## config.mk

```make
export PLATFORM = sky130hd
export DESIGN_NAME = first_fit_free_list_allocator_unit
export DESIGN_NICKNAME = d
export VERILOG_FILES = /design/src/hdl/ffa_pkg.sv /design/src/hdl/first_fit_free_list_allocator_unit.sv
export SDC_FILE = /design/constraint.sdc
export NUM_CORES = 2
export LEC_CHECK = 0
export BUFFER_PORTS_ARGS = -buffer_cell sky130_fd_sc_hd__buf_2
export CORE_MARGIN = 2
export CORE_UTILIZATION = 50
export CTS_BUF_LIST = sky130_fd_sc_hd__clkbuf_8 sky130_fd_sc_hd__clkbuf_16
export CTS_CLUSTER_SIZE = 14
export DETAILED_ROUTE_END_ITERATION = 7
export PLACE_DENSITY = 0.72
export SETUP_SLACK_MARGIN = 0.02
export SLEW_MARGIN = 20
export SYNTH_ARGS = -nofsm -noshare
export SYNTH_HDL_FRONTEND = slang
export SYNTH_SLANG_ARGS = --single-unit
```

## constraint.sdc

```tcl
create_clock -name clock -period 12.11 [get_ports clock]
set_input_delay 1.8165 -clock clock [delete_from_list [all_inputs] [get_ports clock]]
set_output_delay 1.8165 -clock clock [all_outputs]
set_load 0.05 [all_outputs]
```

## src/hdl/ffa_pkg.sv

```systemverilog
// Shared definitions for the first-fit free-list allocator.
// Holds sizes, status codes, the list entry type and the sequencer states.
// No dependencies.
package ffa_pkg;

   localparam int MAX_FREE  = 16;
   localparam int ADDR_BITS = 24;

   localparam int IDX_W = $clog2(MAX_FREE);
   localparam int CNT_W = $clog2(MAX_FREE + 1);
   localparam int OFF_W = ADDR_BITS;
   localparam int LEN_W = ADDR_BITS + 1;
   localparam int SUM_W = ADDR_BITS + 2;

   localparam logic [SUM_W-1:0] ADDR_LIMIT = SUM_W'(1) << ADDR_BITS;
   localparam logic [LEN_W-1:0] CAP_RESET  = LEN_W'(65536);

   localparam logic [1:0] ST_OK   = 2'd0;
   localparam logic [1:0] ST_OOS  = 2'd1;
   localparam logic [1:0] ST_FULL = 2'd2;

   localparam logic OP_ALLOC = 1'b0;
   localparam logic OP_FREE  = 1'b1;

   typedef struct packed {
      logic [OFF_W-1:0] start;
      logic [LEN_W-1:0] length;
   } entry_type;

   typedef enum logic [3:0] {
      S_INIT,
      S_IDLE,
      S_A_RD,
      S_A_CHK,
      S_A_GROW,
      S_F_RD,
      S_F_CHK,
      S_F_DEC,
      S_SH_DN,
      S_SH_DNW,
      S_SH_UP,
      S_SH_UPW,
      S_DONE
   } state_type;

endpackage

```

## src/hdl/first_fit_free_list_allocator_unit.sv

```systemverilog
// First-fit free-list allocator with growth and coalescing: top level.
// Depends on ffa_pkg.
//
// The free list lives in a 16-entry synchronous memory of (offset, length)
// words, kept sorted by offset. Each request word is handled by a sequencer
// that reads the entries one at a time through the single read port: an
// allocate scans the list for the first fitting block, and each capacity
// doubling is followed by a rescan from the first entry; a free scans to its
// sorted place, then merges or inserts. Removing or inserting an entry moves
// the entries behind it one by one. A zero-size or rejected free is answered
// without a scan. An allocate may double the capacity many times, up to 24
// doublings from a pool of one. One result word is produced per request
// word; it sits in an output register, so the next request word is taken
// while it waits. After reset the S_INIT state writes the initial block into
// the memory before the first request is accepted. A write to the capacity
// register rebuilds the list as one block covering the whole new pool.
module first_fit_free_list_allocator_unit
   import ffa_pkg::*;
(
   input  logic        clock,
   input  logic        reset,
   input  logic        csr_we,
   input  logic [24:0] csr_wdata,
   input  logic        req_tvalid,
   output logic        req_tready,
   input  logic [55:0] req_tdata,  // block_offset[23:0], block_size[48:24], zero
   input  logic [0:0]  req_tuser,  // opcode[0]
   output logic        rsp_tvalid,
   input  logic        rsp_tready,
   output logic [55:0] rsp_tdata   // alloc_offset[23:0], status[25:24],
                                   // grew[26], capacity[51:27], zero
);

   // Free-list memory, one read and one write per cycle.
   entry_type mem_ff [MAX_FREE];
   entry_type mem_q_ff;
   logic             mem_we;
   logic [IDX_W-1:0] mem_wa;
   logic [IDX_W-1:0] mem_ra;
   entry_type        mem_wd;

   state_type state_ff, state_in;
   logic [OFF_W-1:0] off_ff, off_in;
   logic [LEN_W-1:0] size_ff, size_in;
   logic [CNT_W-1:0] idx_ff, idx_in;
   logic [CNT_W-1:0] k_ff, k_in;
   logic [CNT_W-1:0] cnt_ff, cnt_in;
   logic [LEN_W-1:0] cap_ff, cap_in;
   entry_type        cur_ff, cur_in;
   entry_type        prev_ff, prev_in;
   logic             have_prev_ff, have_prev_in;
   logic             have_next_ff, have_next_in;
   logic             grew_ff, grew_in;
   logic [1:0]       status_ff, status_in;
   logic [OFF_W-1:0] res_off_ff, res_off_in;
   logic             rsp_valid_ff, rsp_valid_in;
   logic [55:0]      rsp_data_ff, rsp_data_in;

   logic             accept;
   logic [OFF_W-1:0] req_off;
   logic [LEN_W-1:0] req_size;
   logic [LEN_W-1:0] csr_cap;
   logic [SUM_W-1:0] req_end;
   logic [SUM_W-1:0] free_end;
   logic [SUM_W-1:0] cap2;
   logic             cur_ends_at_cap;
   logic             join_prev, join_next;

   assign req_off    = req_tdata[23:0];
   assign req_size   = req_tdata[48:24];
   assign req_tready = (state_ff == S_IDLE);
   assign accept     = req_tvalid && req_tready;
   assign rsp_tvalid = rsp_valid_ff;
   assign rsp_tdata  = rsp_data_ff;

   // A zero capacity is taken as one; anything past the address range is clamped.
   always_comb begin
      csr_cap = csr_wdata;
      if (csr_wdata == '0) begin
         csr_cap = LEN_W'(1);
      end else if ({1'b0, csr_wdata} > ADDR_LIMIT) begin
         csr_cap = ADDR_LIMIT[LEN_W-1:0];
      end
   end

   assign req_end  = {2'b00, req_off} + {1'b0, req_size};
   assign free_end = {2'b00, off_ff} + {1'b0, size_ff};
   assign cap2     = {cap_ff, 1'b0};
   assign cur_ends_at_cap =
      ({2'b00, cur_ff.start} + {1'b0, cur_ff.length}) == {1'b0, cap_ff};
   assign join_prev = have_prev_ff &&
      (({2'b00, prev_ff.start} + {1'b0, prev_ff.length}) == {2'b00, off_ff});
   assign join_next = have_next_ff && ({2'b00, cur_ff.start} == free_end);

   always_ff @(posedge clock) begin
      if (mem_we) begin
         mem_ff[mem_wa] <= mem_wd;
      end
      mem_q_ff <= mem_ff[mem_ra];
   end

   always_ff @(posedge clock) begin
      if (reset) begin
         state_ff     <= S_INIT;
         cnt_ff       <= CNT_W'(1);
         cap_ff       <= CAP_RESET;
         rsp_valid_ff <= 1'b0;
      end else begin
         state_ff     <= state_in;
         cnt_ff       <= cnt_in;
         cap_ff       <= cap_in;
         rsp_valid_ff <= rsp_valid_in;
      end
      off_ff       <= off_in;
      size_ff      <= size_in;
      idx_ff       <= idx_in;
      k_ff         <= k_in;
      cur_ff       <= cur_in;
      prev_ff      <= prev_in;
      have_prev_ff <= have_prev_in;
      have_next_ff <= have_next_in;
      grew_ff      <= grew_in;
      status_ff    <= status_in;
      res_off_ff   <= res_off_in;
      rsp_data_ff  <= rsp_data_in;
   end

   always_comb begin
      state_in     = state_ff;
      off_in       = off_ff;
      size_in      = size_ff;
      idx_in       = idx_ff;
      k_in         = k_ff;
      cnt_in       = cnt_ff;
      cap_in       = cap_ff;
      cur_in       = cur_ff;
      prev_in      = prev_ff;
      have_prev_in = have_prev_ff;
      have_next_in = have_next_ff;
      grew_in      = grew_ff;
      status_in    = status_ff;
      res_off_in   = res_off_ff;
      rsp_data_in  = rsp_data_ff;
      rsp_valid_in = rsp_valid_ff && !rsp_tready;
      mem_we       = 1'b0;
      mem_wa       = '0;
      mem_wd       = '0;
      mem_ra       = idx_ff[IDX_W-1:0];

      unique case (state_ff)
         S_INIT: begin
            mem_we   = 1'b1;
            mem_wd   = '{start: '0, length: cap_ff};
            state_in = S_IDLE;
         end
         S_IDLE: begin
            if (accept) begin
               off_in       = req_off;
               size_in      = req_size;
               idx_in       = '0;
               grew_in      = 1'b0;
               res_off_in   = '0;
               status_in    = ST_OK;
               have_prev_in = 1'b0;
               have_next_in = 1'b0;
               if (req_tuser[0] == OP_ALLOC) begin
                  state_in = (cnt_ff == '0) ? S_A_GROW : S_A_RD;
               end else if (req_size == '0) begin
                  state_in = S_DONE;
               end else if (req_end > {1'b0, cap_ff}) begin
                  status_in = ST_OOS;
                  state_in  = S_DONE;
               end else begin
                  state_in = (cnt_ff == '0) ? S_F_DEC : S_F_RD;
               end
            end
         end
         S_A_RD: begin
            state_in = S_A_CHK;
         end
         S_A_CHK: begin
            cur_in = mem_q_ff;
            if (mem_q_ff.length >= size_ff) begin
               res_off_in = mem_q_ff.start;
               if (mem_q_ff.length == size_ff) begin
                  // Exact fit: close the gap behind this entry.
                  k_in     = idx_ff;
                  state_in = S_SH_DN;
               end else begin
                  mem_we   = 1'b1;
                  mem_wa   = idx_ff[IDX_W-1:0];
                  mem_wd.start  = mem_q_ff.start + size_ff[OFF_W-1:0];
                  mem_wd.length = mem_q_ff.length - size_ff;
                  state_in = S_DONE;
               end
            end else begin
               idx_in   = idx_ff + CNT_W'(1);
               state_in = (idx_ff + CNT_W'(1) == cnt_ff) ? S_A_GROW : S_A_RD;
            end
         end
         S_A_GROW: begin
            // cur_ff holds the last entry here whenever the list is not empty.
            idx_in = '0;
            if (cap2 > ADDR_LIMIT) begin
               status_in  = ST_OOS;
               res_off_in = '0;
               state_in   = S_DONE;
            end else if (cnt_ff != '0 && cur_ends_at_cap) begin
               mem_we   = 1'b1;
               mem_wa   = IDX_W'(cnt_ff - CNT_W'(1));
               mem_wd.start  = cur_ff.start;
               mem_wd.length = cur_ff.length + cap_ff;
               cap_in   = cap2[LEN_W-1:0];
               grew_in  = 1'b1;
               state_in = S_A_RD;
            end else if (cnt_ff >= CNT_W'(MAX_FREE)) begin
               status_in  = ST_FULL;
               res_off_in = '0;
               state_in   = S_DONE;
            end else begin
               mem_we   = 1'b1;
               mem_wa   = cnt_ff[IDX_W-1:0];
               mem_wd.start  = cap_ff[OFF_W-1:0];
               mem_wd.length = cap_ff;
               cnt_in   = cnt_ff + CNT_W'(1);
               cap_in   = cap2[LEN_W-1:0];
               grew_in  = 1'b1;
               state_in = S_A_RD;
            end
         end
         S_F_RD: begin
            state_in = S_F_CHK;
         end
         S_F_CHK: begin
            if (mem_q_ff.start <= off_ff) begin
               prev_in      = mem_q_ff;
               have_prev_in = 1'b1;
               idx_in       = idx_ff + CNT_W'(1);
               state_in = (idx_ff + CNT_W'(1) == cnt_ff) ? S_F_DEC : S_F_RD;
            end else begin
               cur_in       = mem_q_ff;
               have_next_in = 1'b1;
               state_in     = S_F_DEC;
            end
         end
         S_F_DEC: begin
            // idx_ff is the insertion point; prev is the entry before it.
            if (join_prev && join_next) begin
               mem_we   = 1'b1;
               mem_wa   = IDX_W'(idx_ff - CNT_W'(1));
               mem_wd.start  = prev_ff.start;
               mem_wd.length = prev_ff.length + size_ff + cur_ff.length;
               k_in     = idx_ff;
               state_in = S_SH_DN;
            end else if (join_prev) begin
               mem_we   = 1'b1;
               mem_wa   = IDX_W'(idx_ff - CNT_W'(1));
               mem_wd.start  = prev_ff.start;
               mem_wd.length = prev_ff.length + size_ff;
               state_in = S_DONE;
            end else if (join_next) begin
               mem_we   = 1'b1;
               mem_wa   = idx_ff[IDX_W-1:0];
               mem_wd.start  = off_ff;
               mem_wd.length = cur_ff.length + size_ff;
               state_in = S_DONE;
            end else if (cnt_ff >= CNT_W'(MAX_FREE)) begin
               status_in = ST_FULL;
               state_in  = S_DONE;
            end else begin
               k_in     = cnt_ff;
               state_in = S_SH_UP;
            end
         end
         S_SH_DN: begin
            if (k_ff + CNT_W'(1) < cnt_ff) begin
               mem_ra   = IDX_W'(k_ff + CNT_W'(1));
               state_in = S_SH_DNW;
            end else begin
               cnt_in   = cnt_ff - CNT_W'(1);
               state_in = S_DONE;
            end
         end
         S_SH_DNW: begin
            mem_we   = 1'b1;
            mem_wa   = k_ff[IDX_W-1:0];
            mem_wd   = mem_q_ff;
            k_in     = k_ff + CNT_W'(1);
            state_in = S_SH_DN;
         end
         S_SH_UP: begin
            if (k_ff > idx_ff) begin
               mem_ra   = IDX_W'(k_ff - CNT_W'(1));
               state_in = S_SH_UPW;
            end else begin
               mem_we   = 1'b1;
               mem_wa   = idx_ff[IDX_W-1:0];
               mem_wd.start  = off_ff;
               mem_wd.length = size_ff;
               cnt_in   = cnt_ff + CNT_W'(1);
               state_in = S_DONE;
            end
         end
         S_SH_UPW: begin
            mem_we   = 1'b1;
            mem_wa   = k_ff[IDX_W-1:0];
            mem_wd   = mem_q_ff;
            k_in     = k_ff - CNT_W'(1);
            state_in = S_SH_UP;
         end
         S_DONE: begin
            // Hand the result to the output register once it is free.
            if (!rsp_valid_ff || rsp_tready) begin
               rsp_valid_in = 1'b1;
               rsp_data_in  = {4'b0000, cap_ff, grew_ff, status_ff, res_off_ff};
               state_in     = S_IDLE;
            end
         end
         default: begin
            state_in = S_IDLE;
         end
      endcase

      // A capacity write rebuilds the list; it must only arrive while idle, which the block does not enforce.
      if (csr_we) begin
         mem_we = 1'b1;
         mem_wa = '0;
         mem_wd = '{start: '0, length: csr_cap};
         cap_in = csr_cap;
         cnt_in = CNT_W'(1);
      end
   end

endmodule

```

==> summary.md <==
| Metric | Value |
|---|---|
| Pleak | `23.62 nW` |
| DR WL/cell | `31.24 um` |
| Crit path launch type | `flop` |
| Grt ovf | `0` |
| CTS tree | `yes` |
| Worst reg2reg startpoint | `size_ff[8]` |
| Failing checks | `design-rule violations` |
| Power per cell area | `166.8 nW/um^2` |
| Ys async rst share | `0%` |
| Internal power | `7.592 mW` |
| Main synth FF type | `edfxtp_1` |
| Setup slack, reg-to-reg | `4.40 ns` |
| CP required | `12.43 ns` |
| Cell variety after synth | `103` |
| Share of power burned in registers | `42.8%` |
| Ys Warns | `0` |
| EDFF count, synth | `1,022` |
| Vias in the first global route | `42,110` |
| Switching Share | `31.88%` |
| Synth Instances | `4,752` |
| Syn Area/Cell | `12.64 sq um` |
| Fillers | `9,699` |
| Io pins | `145` |
| Starting Density | `50.26%` |
| Final Hold Vio Count | `0` |
| Placer Congestion | `1.039` |
| Worst skew pair latency | `0.74 ns` |
| CTS Hold Bufs | `0` |
| Skew final | `0.05243 ns` |
| Endpoint type of the worst setup path | `flop` |
| Die width | `350.6 um` |
| CTS Buffer Depth | `3` |
| Final setup viols | `0` |
| Post-synth top area share | `51.10%` |
| Drt total wl | `206.4 mm` |
| Rows | `127` |
| Clk slew on worst S/H paths | `0.06 ns` |
| Crit path max fanout | `39` |
| Minimum clock period after layout | `7.710 ns` |
| TritonRoute pass-1 iters | `8` |
| PostCTS Resize Cnt | `0` |
| Mean number of vias per cell | `6.703` |
| Placed instance area | `62,980 sq um` |
| VDD IR max | `0.0001337 V` |
| Outcome | `finished with violations` |
| GR Util All Layers | `33.16%` |
| Crit Path Category | `reg2reg` |
| First-pass GRT wire length | `293.1 mm` |
| Reg2reg end | `mem_ff[9][32]` |
| Drt drc | `3` |
| Sequential share of the synthesized area | `53.90%` |
| Fraction of final layout cells sized beyond drive strength 1 | `14.34%` |
| Dpl hpwl | `139.8 mm` |
| Flip-flop and latch area | `32,370 sq um` |
| Arr. time, crit path | `8.03 ns` |
| ANT nets after route | `0` |
| Initial antenna violation count | `9` |
| IO buf count | `133` |
| RSZ-0062 raised after global routing | `no` |
| Die Span Y | `350.6 um` |
| Mapped Area | `60,060 sq um` |
| Setup TNS | `0 ns` |
| Crit share post-route | `63.67%` |
| H-tree depth | `3` |
| Worst Hold Class | `reg2reg` |
| Synth Register Bits | `1,106` |
| Routed vias | `44,300` |
| DR iter-0 viols | `6,100` |
| Sink Count | `1,106` |
| Area Growth Syn to Fin | `11.29%` |
| Comb power frac | `25.5%` |
| Total CTS buffers | `110` |
| Clock network power share | `31.6%` |
| Top post-synthesis cells by area | `edfxtp_1 51%, mux4_2 7.4%, ha_1 6.4%, mux2i_1 3.0%, dfxtp_1 2.8%` |
| Measured slew at the worst slew-check pin | `1.079 ns` |
| Largest net degree at the start of global routing | `132` |
| NetSw | `3.554 mW` |
| Post-synth top area cell | `edfxtp_1` |
| Worst setup path end | `mem_ff[9][32]` |
| Die Area | `122,900 sq um` |
| Finished Cell Area | `66,840 sq um` |
| Multi-input combinational cell area | `26,450 sq um` |
| Reg2Reg Depth | `14` |
| Postcts setup bufs | `0` |
| Core ar. | `119,500 sq um` |
| Critical Path Start | `size_ff[8]` |
| Max-cap violation count | `0` |
| Clk Tree Root Cell | `clkbuf_16` |
| Slew headroom | `27.90%` |
| Fmax | `129.7 MHz` |
| Most common cell after layout, fill and taps aside | `edfxtp_1` |
| Max-slew violation count | `0` |
| Final net count | `5,302` |
| Most frequent cells in the layout | `1,022 x edfxtp_1, 309 x ha_1, 277 x nand2_1` |
==> power by group through the flow <==
stage	clock network, mW	logic, mW	registers, mW
CTS	3.55	2.78	4.75
finish	3.53	2.84	4.78
global route	3.71	3.05	4.77
detailed placement	0	2.76	4.83
global placement	0	2.73	4.82
floorplan	0	2.01	4.63
==> worst max-delay path: stages, from the launching register on <==
cell	delay, ns
edfxtp_1	0.84
ha_1	0.46
a21o_1	0.23
a211oi_1	0.47
nand3_1	0.12
o21ai_0	0.50
a31oi_1	0.35
xnor2_1	0.22
a2111oi_0	0.50
and4_1	0.83
a311oi_2	0.26
a21oi_1	0.67
nand4_1	0.53
nor2_4	0.53
buf_4	0.74
==> Yosys cell counts (13+ instances only) <==
cell type and instances:
a2111oi_0 14, a211oi_1 52, a21boi_0 13, a21o_1 103, a21oi_1 269, a221oi_1 15
a222oi_1 41, a22oi_1 47, a31oi_1 34, and2_1 49, and3_1 28, and4_1 15
buf_1 21, buf_2 16, clkbuf_1 171, dfxtp_1 84, edfxtp_1 1022, ha_1 309
inv_1 168, mux2i_1 181, mux4_2 196, nand2_1 277, nand2b_1 38, nand3_1 102
nand3b_1 16, nand4_1 67, nor2_1 266, nor2b_1 35, nor3_1 106, nor4_1 54
o211ai_1 39, o21a_1 59, o21ai_0 211, o21bai_1 24, o22ai_1 14, o31ai_1 36
or2_2 25, or3_1 26, or4_1 15, xnor2_1 168, xor2_1 89
==> area by class of cell <==
type / instances / area share [%]
antenna: 4 / 0.01498
clock buffer: 123 / 4.403
sequential: 1106 / 48.43
timing repair buffer: 247 / 2.329
multi-input combinational: 3262 / 39.58
inverter: 169 / 0.9491
clock inverter: 85 / 1.277
tap: 1612 / 3.018
==> how the worst min path moves through the flow <==
stage	from	end	slack (ns)	cells past startpoint
after floorplan	res_off_ff[0]	rsp_tdata[0]	0.40	0
after global placement	res_off_ff[6]	rsp_tdata[6]	0.40	0
after detailed placement	res_off_ff[23]	rsp_tdata[23]	0.40	0
after CTS	res_off_ff[2]	rsp_tdata[2]	0.42	0
after global routing	res_off_ff[6]	rsp_tdata[6]	0.43	0
final	res_off_ff[2]	rsp_tdata[2]	0.42	0
==> cells by family (layout without fill, tap and decap cells) <==
| logic type | Yosys count | in the layout | synth area share (%) |
|---|---|---|---|
| AOI/OAI and AO/OA | 1136 | 1136 | 12.80 |
| xor gates and xnor gates | 260 | 260 | 3.842 |
| adders and majority gates | 320 | 320 | 6.788 |
| buffers and inverters | 387 | 624 | 2.510 |
| DFF | 1106 | 1106 | 53.90 |
| muxes | 383 | 383 | 10.48 |
| other | 1 | 8 | 0.006244 |
| and+or+nand+nor | 1159 | 1159 | 9.679 |
==> routing by layer <==
metal  GRT usage (%)  vias up  wire length, um
met3           8.668      652            25120
met2           49.53     2915            88720
met1           43.37    21750            77270
met5               0        -               47
met4           20.31        8            15260
li1                -    18970                -
==> registers in the layout, summed over array words and instances (netlist names), 2 cells and up <==
| signal | count |
|---|---|
| cap_ff | 25 |
| cnt_ff | 5 |
| cur_ff | 49 |
| idx_ff | 5 |
| k_ff | 5 |
| mem_ff | 784 |
| mem_q_ff | 49 |
| off_ff | 24 |
| prev_ff | 49 |
| res_off_ff | 24 |
| rsp_tdata | 52 |
| size_ff | 25 |
| state_ff | 4 |
| status_ff | 2 |
==> through the flow <==
stage                     setup WS (ns)  hold WS [ns]  total power, mW  util [%]  std cells
after floorplan                   3.034        0.4003            6.643         -       4755
after global placement            4.534        0.4046            7.550     52.70       6395
after detailed placement          4.500        0.4045            7.584     52.71       6395
after CTS                         4.435        0.4205            11.08     55.88       6603
after global routing              4.058        0.4301            11.52     55.93       6604
final                             4.400        0.4171            11.15     55.93       6608
Note: power is estimated with default switching activity, not from simulation.
